**src/rtl/assert_macros.svh**
```systemverilog
// Assertion macros shared by the RTL; they compile to nothing under SYNTHESIS.
`ifndef ASSERT_MACROS_SVH
`define ASSERT_MACROS_SVH

`ifndef SYNTHESIS

// Implication or plain property checked on every rising clock edge out of reset
`define CHK_PROP(lbl, clk, rst_n, prop) \
    lbl: assert property (@(posedge clk) disable iff (!rst_n) (prop)) \
        else $error("%m: property failed");

// Condition that must never be true out of reset
`define CHK_NEVER(lbl, clk, rst_n, cond) \
    lbl: assert property (@(posedge clk) disable iff (!rst_n) !(cond)) \
        else $error("%m: forbidden condition seen");

`else

`define CHK_PROP(lbl, clk, rst_n, prop)
`define CHK_NEVER(lbl, clk, rst_n, cond)

`endif

`endif

```
**src/rtl/sdulpd_pkg.sv**
```systemverilog
// Constants for the length-prefix deframer.
package sdulpd_pkg;

    // Bytes held while probing the first packet (4 to 8)
    localparam int PROBE_LEN = 5;

    // Probe count width (holds PROBE_LEN itself) and store index width
    localparam int CNT_W = $clog2(PROBE_LEN + 1);
    localparam int IDX_W = $clog2(PROBE_LEN);

    // Probe signature: held byte 2 in KIND_MIN..KIND_MAX, held byte 3 equal to VER_VAL
    localparam int KIND_IDX = 2;
    localparam int VER_IDX  = 3;
    localparam logic [7:0] KIND_MIN = 8'd20;
    localparam logic [7:0] KIND_MAX = 8'd23;
    localparam logic [7:0] VER_VAL  = 8'd3;

    // Header phase codes
    localparam logic [1:0] PH_LOW  = 2'd0;
    localparam logic [1:0] PH_HIGH = 2'd1;
    localparam logic [1:0] PH_DATA = 2'd2;

endpackage

```
**src/rtl/sdu_length_prefix_deframer.sv**
```systemverilog
// Length-prefix deframer: probes the first packet, then strips headers or passes bytes.
// A byte in decided mode that yields a result has it in the output register in the next cycle.
// Throughput: one byte per cycle once the mode is decided; the input waits only while the
// probe store is replayed or the output register holds a result that the result side has not taken.
// The byte that ends probing stalls the input while the probe store, that byte included, is
// replayed one byte per cycle, while the output register is free, through the header/payload path.
// Reset: synchronous active-low aresetn clears all control state; probe store is not reset.
`include "assert_macros.svh"

module sdu_length_prefix_deframer (
    input  logic       aclk,
    input  logic       aresetn,
    input  logic       s_tvalid,
    output logic       s_tready,
    input  logic [7:0] s_tdata,   // [7:0] data_byte
    input  logic       s_tlast,   // packet_end
    output logic       m_tvalid,
    input  logic       m_tready,
    output logic [7:0] m_tdata,   // [7:0] out_byte
    output logic       m_tuser,   // end_of_sdu
    output logic       m_tlast    // last_of_run
);

    localparam int CW = sdulpd_pkg::CNT_W;
    localparam int IW = sdulpd_pkg::IDX_W;

    // Probe and mode state
    logic [7:0]    store_reg [sdulpd_pkg::PROBE_LEN];
    logic [CW-1:0] probe_count_reg, probe_count_next;
    logic          mode_decided_reg, mode_decided_next;
    logic          strip_mode_reg, strip_mode_next;

    // Header parser state
    logic [1:0]  phase_reg, phase_next;
    logic [7:0]  header_low_reg, header_low_next;
    logic [15:0] bytes_left_reg, bytes_left_next;

    // Replay sequencer
    logic          replay_active_reg, replay_active_next;
    logic [CW-1:0] replay_idx_reg, replay_idx_next;
    logic [CW-1:0] replay_cnt_reg, replay_cnt_next;

    // Held result during replay, so the final one can carry last_of_run
    logic       hold_valid_reg, hold_valid_next;
    logic [7:0] hold_byte_reg, hold_byte_next;
    logic       hold_eos_reg, hold_eos_next;

    // Output register
    logic       m_valid_reg, m_valid_next;
    logic [7:0] out_byte_reg, out_byte_next;
    logic       out_eos_reg, out_eos_next;
    logic       out_last_reg, out_last_next;

    // Handshake and step control
    logic          out_free, in_fire, step_go;
    logic          replay_route, replay_flush, live_route, route_en;
    logic [7:0]    route_byte;
    logic [CW-1:0] cnt_inc;
    logic          probe_full, decide, strip_hit;
    logic [7:0]    key_kind, key_ver;

    // Route outputs
    logic        res_valid, res_eos;
    logic [1:0]  rt_phase;
    logic [7:0]  rt_header_low;
    logic [15:0] rt_bytes_left;
    logic [15:0] hdr_len;

    assign out_free     = !m_valid_reg || m_tready;
    assign s_tready     = !replay_active_reg && out_free;
    assign in_fire      = s_tvalid && s_tready;
    assign step_go      = replay_active_reg && out_free;
    assign replay_route = step_go && (replay_idx_reg != replay_cnt_reg);
    assign replay_flush = step_go && (replay_idx_reg == replay_cnt_reg);
    assign live_route   = in_fire && mode_decided_reg;
    assign route_en     = replay_route || live_route;
    assign route_byte   = replay_active_reg ? store_reg[replay_idx_reg[IW-1:0]] : s_tdata;

    // Probe decision; the incoming byte is forwarded in if it lands on a key slot
    assign cnt_inc    = probe_count_reg + CW'(1);
    assign probe_full = (cnt_inc == CW'(sdulpd_pkg::PROBE_LEN));
    assign decide     = probe_full || s_tlast;
    assign key_kind   = (probe_count_reg == CW'(sdulpd_pkg::KIND_IDX)) ? s_tdata :
                        store_reg[sdulpd_pkg::KIND_IDX];
    assign key_ver    = (probe_count_reg == CW'(sdulpd_pkg::VER_IDX)) ? s_tdata :
                        store_reg[sdulpd_pkg::VER_IDX];
    assign strip_hit  = probe_full && (key_kind >= sdulpd_pkg::KIND_MIN) &&
                        (key_kind <= sdulpd_pkg::KIND_MAX) && (key_ver == sdulpd_pkg::VER_VAL);

    // Header/payload routing of one byte
    assign hdr_len = {route_byte, header_low_reg};

    always_comb begin
        res_valid     = 1'b0;
        res_eos       = 1'b0;
        rt_phase      = phase_reg;
        rt_header_low = header_low_reg;
        rt_bytes_left = bytes_left_reg;
        if (!strip_mode_reg) begin
            res_valid = 1'b1;
        end else begin
            unique case (phase_reg)
                sdulpd_pkg::PH_HIGH: begin
                    rt_bytes_left = hdr_len;
                    rt_phase      = (hdr_len == 16'd0) ? sdulpd_pkg::PH_LOW : sdulpd_pkg::PH_DATA;
                end
                sdulpd_pkg::PH_DATA: begin
                    rt_bytes_left = bytes_left_reg - 16'd1;
                    res_valid     = 1'b1;
                    res_eos       = (bytes_left_reg == 16'd1);
                    rt_phase      = res_eos ? sdulpd_pkg::PH_LOW : sdulpd_pkg::PH_DATA;
                end
                default: begin
                    // awaiting low header byte; the unused code behaves the same
                    rt_header_low = route_byte;
                    rt_phase      = sdulpd_pkg::PH_HIGH;
                end
            endcase
        end
    end

    // Next-state logic
    always_comb begin
        probe_count_next   = probe_count_reg;
        mode_decided_next  = mode_decided_reg;
        strip_mode_next    = strip_mode_reg;
        phase_next         = phase_reg;
        header_low_next    = header_low_reg;
        bytes_left_next    = bytes_left_reg;
        replay_active_next = replay_active_reg;
        replay_idx_next    = replay_idx_reg;
        replay_cnt_next    = replay_cnt_reg;
        hold_valid_next    = hold_valid_reg;
        hold_byte_next     = hold_byte_reg;
        hold_eos_next      = hold_eos_reg;
        m_valid_next       = m_valid_reg;
        out_byte_next      = out_byte_reg;
        out_eos_next       = out_eos_reg;
        out_last_next      = out_last_reg;

        if (out_free) begin
            m_valid_next = 1'b0;
        end

        // Probing: hold the byte, decide the mode on a full store or packet end
        if (in_fire && !mode_decided_reg) begin
            if (decide) begin
                mode_decided_next  = 1'b1;
                strip_mode_next    = strip_hit;
                probe_count_next   = '0;
                replay_active_next = 1'b1;
                replay_idx_next    = '0;
                replay_cnt_next    = cnt_inc;
            end else begin
                probe_count_next = cnt_inc;
            end
        end

        if (route_en) begin
            phase_next      = rt_phase;
            header_low_next = rt_header_low;
            bytes_left_next = rt_bytes_left;
        end

        // Live byte: its result is the whole run
        if (live_route && res_valid) begin
            m_valid_next  = 1'b1;
            out_byte_next = route_byte;
            out_eos_next  = res_eos;
            out_last_next = 1'b1;
        end

        // Replay step: push the held result out, hold the new one
        if (replay_route) begin
            replay_idx_next = replay_idx_reg + CW'(1);
            if (res_valid) begin
                if (hold_valid_reg) begin
                    m_valid_next  = 1'b1;
                    out_byte_next = hold_byte_reg;
                    out_eos_next  = hold_eos_reg;
                    out_last_next = 1'b0;
                end
                hold_valid_next = 1'b1;
                hold_byte_next  = route_byte;
                hold_eos_next   = res_eos;
            end
        end

        // Replay end: the held result closes the run
        if (replay_flush) begin
            replay_active_next = 1'b0;
            hold_valid_next    = 1'b0;
            if (hold_valid_reg) begin
                m_valid_next  = 1'b1;
                out_byte_next = hold_byte_reg;
                out_eos_next  = hold_eos_reg;
                out_last_next = 1'b1;
            end
        end
    end

    // Control registers
    always_ff @(posedge aclk) begin
        if (!aresetn) begin
            probe_count_reg   <= '0;
            mode_decided_reg  <= 1'b0;
            strip_mode_reg    <= 1'b0;
            phase_reg         <= sdulpd_pkg::PH_LOW;
            header_low_reg    <= '0;
            bytes_left_reg    <= '0;
            replay_active_reg <= 1'b0;
            replay_idx_reg    <= '0;
            replay_cnt_reg    <= '0;
            hold_valid_reg    <= 1'b0;
            m_valid_reg       <= 1'b0;
        end else begin
            probe_count_reg   <= probe_count_next;
            mode_decided_reg  <= mode_decided_next;
            strip_mode_reg    <= strip_mode_next;
            phase_reg         <= phase_next;
            header_low_reg    <= header_low_next;
            bytes_left_reg    <= bytes_left_next;
            replay_active_reg <= replay_active_next;
            replay_idx_reg    <= replay_idx_next;
            replay_cnt_reg    <= replay_cnt_next;
            hold_valid_reg    <= hold_valid_next;
            m_valid_reg       <= m_valid_next;
        end
    end

    // Payload registers
    always_ff @(posedge aclk) begin
        if (in_fire && !mode_decided_reg) begin
            store_reg[probe_count_reg[IW-1:0]] <= s_tdata;
        end
        hold_byte_reg <= hold_byte_next;
        hold_eos_reg  <= hold_eos_next;
        out_byte_reg  <= out_byte_next;
        out_eos_reg   <= out_eos_next;
        out_last_reg  <= out_last_next;
    end

    assign m_tvalid = m_valid_reg;
    assign m_tdata  = out_byte_reg;
    assign m_tuser  = out_eos_reg;
    assign m_tlast  = out_last_reg;

    // Checks
    `CHK_NEVER(a_no_req_in_replay, aclk, aresetn, replay_active_reg && s_tready)
    `CHK_PROP(a_hold_in_replay, aclk, aresetn, hold_valid_reg |-> replay_active_reg)
    `CHK_PROP(a_pass_no_eos, aclk, aresetn, (m_valid_reg && !strip_mode_reg) |-> !out_eos_reg)
    `CHK_PROP(a_count_cleared, aclk, aresetn, mode_decided_reg |-> (probe_count_reg == '0))

endmodule
```
**config.mk**
```make
export PLATFORM = sky130hd
export DESIGN_NAME = sdu_length_prefix_deframer
export DESIGN_NICKNAME = d
export VERILOG_FILES = /design/src/rtl/sdulpd_pkg.sv /design/src/rtl/sdu_length_prefix_deframer.sv
export VERILOG_INCLUDE_DIRS = /design/src /design/src/rtl
export SDC_FILE = /design/constraint.sdc
export NUM_CORES = 1
export LEC_CHECK = 0
export ABC_AREA = 1
export BUFFER_PORTS_ARGS = -buffer_cell sky130_fd_sc_hd__buf_2
export CAP_MARGIN = 20
export CORE_MARGIN = 3
export CORE_UTILIZATION = 45
export CTS_BUF_LIST = sky130_fd_sc_hd__clkbuf_8 sky130_fd_sc_hd__clkbuf_16
export DETAILED_ROUTE_END_ITERATION = 6
export HOLD_SLACK_MARGIN = 0.1
export PLACE_DENSITY = 0.64
export SKIP_LAST_GASP = 1
export SYNTH_ARGS = -nofsm -noshare
export SYNTH_HDL_FRONTEND = slang
export SYNTH_SLANG_ARGS = --single-unit
```
**constraint.sdc**
```tcl
create_clock -name aclk -period 2.94 [get_ports aclk]
set_input_delay 0.147 -clock aclk [delete_from_list [all_inputs] [get_ports aclk]]
set_output_delay 0.147 -clock aclk [all_outputs]
set_load 0.02 [all_outputs]
```
==> impl_metrics.yaml <==
grt:
  grt_usage_pct: 19.9
  grt_antenna_before_repair: 0
  grt.overflow.total: 0
  grt_max_degree: 25
  grt_pass1_vias: 3966
  grt_pass1_wl_mm: 20.1
drt:
  drcViolationCount: 0
  first_pass_iters: 5
  drt_iter0_drc: 338
  wl_met3_um: 583
  highest_layer: "met4"
  met2_length_mm: 5.86
  routedWlPerCell_um: 15.7
  drt-total-wl_mm: 12.1
  ant_nets: 0
  vias: 4046
  viasPerCell: 5.26
  wl_met1_mm: 5.48
yosys:
  dominantRegCellSynth: "edfxtp_1"
  synth_commonest_cells: "145 x nand2_1, 72 x inv_1, 57 x edfxtp_1"
  yosysMostFrequentCell: "nand2_1"
  yosys-top-cells-area: "edfxtp_1 33%, dfxtp_1 20%, nand2_1 10%"
  synthCells: 600
  synthesis.area_um2: 5190
  syn_area_per_cell_um2: 8.65
  synth-seq-cells: 110
  synth_nets: 622
  yosys_warnings: 0
  yosys.area.top_type: "edfxtp_1"
  async_reset_ff_share_pct: 0
  synth_top_area_share_pct: 33.0
  synth_edf_count: 57
  synth-seq-area-share_pct: 53.4
  synth.distinct_cells: 44
critical_path:
  r2r_cells: 7
  worstSetupStartpointType: "register"
  path_class: "register to register"
  worstPathRequired_ps: 2920
  worstReg2RegStart: "replay_active_reg"
  cp.arrival_ps: 2150
  cp_max_fo: 8
  crit_path_end_kind: "register"
  regToRegSetupSlack_ps: 770
  reg2reg_to: "store_reg[5][0]"
cts:
  post-cts-setup-buffers: 0
  clk_path_buf_depth: 2
  cts_buffers: 9
  clock-sinks: 110
  cts_resized: 0
  path_clk_slew_ps: 70
  cts-htree-levels: 3
  clk-insertion-delay-late_ps: 350
  root_buffer: "clkbuf_16"
  cts_tree: "yes"
timing:
  finalHoldViolCount: 0
  worst_pin_slew_ps: 748
  setup_viol: 0
  tns_ps: 0
  grt_setup_unrepaired: "false"
  post-route-period-util_pct: 73.9
  slew_headroom_pct: 49.9
  clock_skew_ps: 9.67
  slew_viol_final: 0
  period_needed_ps: 2170
  clock.fmax_mhz: 460
floorplanning:
  core-area_um2: 11100
  ios: 25
  start_util_pct: 46.9
  die_w_um: 113
  rows: 38
  die_area_um2: 12900
  die_h_um: 113
min_path:
  hp-class: "primary input to register"
  hp-start: "s_tdata[5]"
  whs_path_depth: 1
  hold_end: "store_reg[0][5]"
final_layout:
  final_cells: 769
  num_antenna_cells: 0
  drive_above_1_share_pct: 12.6
  largest_reg_flops: 48
  stdcell_area_um2: 5760
  final_util_pct: 52.0
  areaGrowthSynthToFinish_pct: 10.9
  nets: 646
run:
  cap_viol_max_count: 0
placed_design:
  io_buffers: 24
  dpl.cell_count: 752
  dp_hpwl_mm: 8.53
  placed_area_um2: 5410
  gp_routability_congestion: 0.902
status:
  status: "completed"
pwr:
  powerDensity_nw_per_um2: 610
  peakVddDrop_v: 0.000481
  p_leak_nw: 2.44
==> metrics by stage <==
stage                     hold slack [ps]  total power, W  setup slack, ps
final                                 107         0.00351              768
after global routing                  108         0.00366              594
after CTS                             107         0.00354              743
after detailed placement              462         0.00222              760
after global placement                454         0.00221              812
after floorplan                       246         0.00206              917
==> placed cells by master (no fill, tap or decap), types with 11 or more instances in the layout <==
| cell | count |
|---|---|
| a21oi_1 | 55 |
| nor2_1 | 52 |
| nand2_1 | 145 |
| o21ai_0 | 31 |
| edfxtp_1 | 57 |
| clkbuf_16 | 11 |
| buf_2 | 24 |
| dfxtp_1 | 53 |
| inv_1 | 72 |
| nand3_1 | 25 |
==> routing by layer <==
| layer | vias to the layer above | GRT usage [%] |
|---|---|---|
| li1 | 2022 | - |
| met3 | 13 | 4.24 |
| met4 | 0 | 6.09 |
| met1 | 1905 | 26.5 |
| met5 | - | 0 |
| met2 | 106 | 32.6 |
==> cells by family (layout without fill, tap and decap cells) <==
logic type | count (synthesis) | after routing | synth area share [%]
AND/OR/NAND/NOR | 261 | 261 | 22.0
AO/OA/AOI/OAI | 109 | 109 | 12.1
buffers and inverters | 100 | 129 | 8.46
XOR/XNOR | 11 | 11 | 1.86
adder cells (fa/ha/maj) | 9 | 9 | 2.17
flip-flops | 110 | 110 | 53.4
==> report_power, final <==
part,internal [W],switching [W],leakage [nW]
Clock,0.000768,0.000560,0.163
Combinational,0.000139,0.000294,1.33
Sequential,0.00171,0.0000460,0.950
Total,0.00261,0.000900,2.44
==> worst max-delay path by stage <==
stage,slack (ps),from,endpoint
final,770,replay_active_reg,store_reg[5][0]
after global routing,590,phase_reg[0],m_tuser
after CTS,740,replay_active_reg,store_reg[1][2]
after detailed placement,760,replay_active_reg,store_reg[1][2]
after global placement,810,replay_active_reg,store_reg[1][2]
after floorplan,920,m_tvalid,store_reg[0][0]
==> timing repair <==
action	in CTS	in global routing
setup endpoints to repair	0	0
hold buffers	1	0
hold endpoints to repair	6	0
==> critical path, cell delays in order, from the launching register on <==
cell and delay (ps):
dfxtp_1 430, nor2_4 190, nand2_1 80, nor2_1 190, inv_2 120, nor2_1 140, inv_1 80, nor2_1 580
==> cell type report <==
class	count	area, um2
repair buffers	32	183
inverters	81	309
clock buffers	11	275
clock inverters	5	61.3
multi-input cells	390	1980
well taps	140	175
flip-flops and latches	110	2770
fillers	1040	5320
Power figures use the tool's default switching activity.
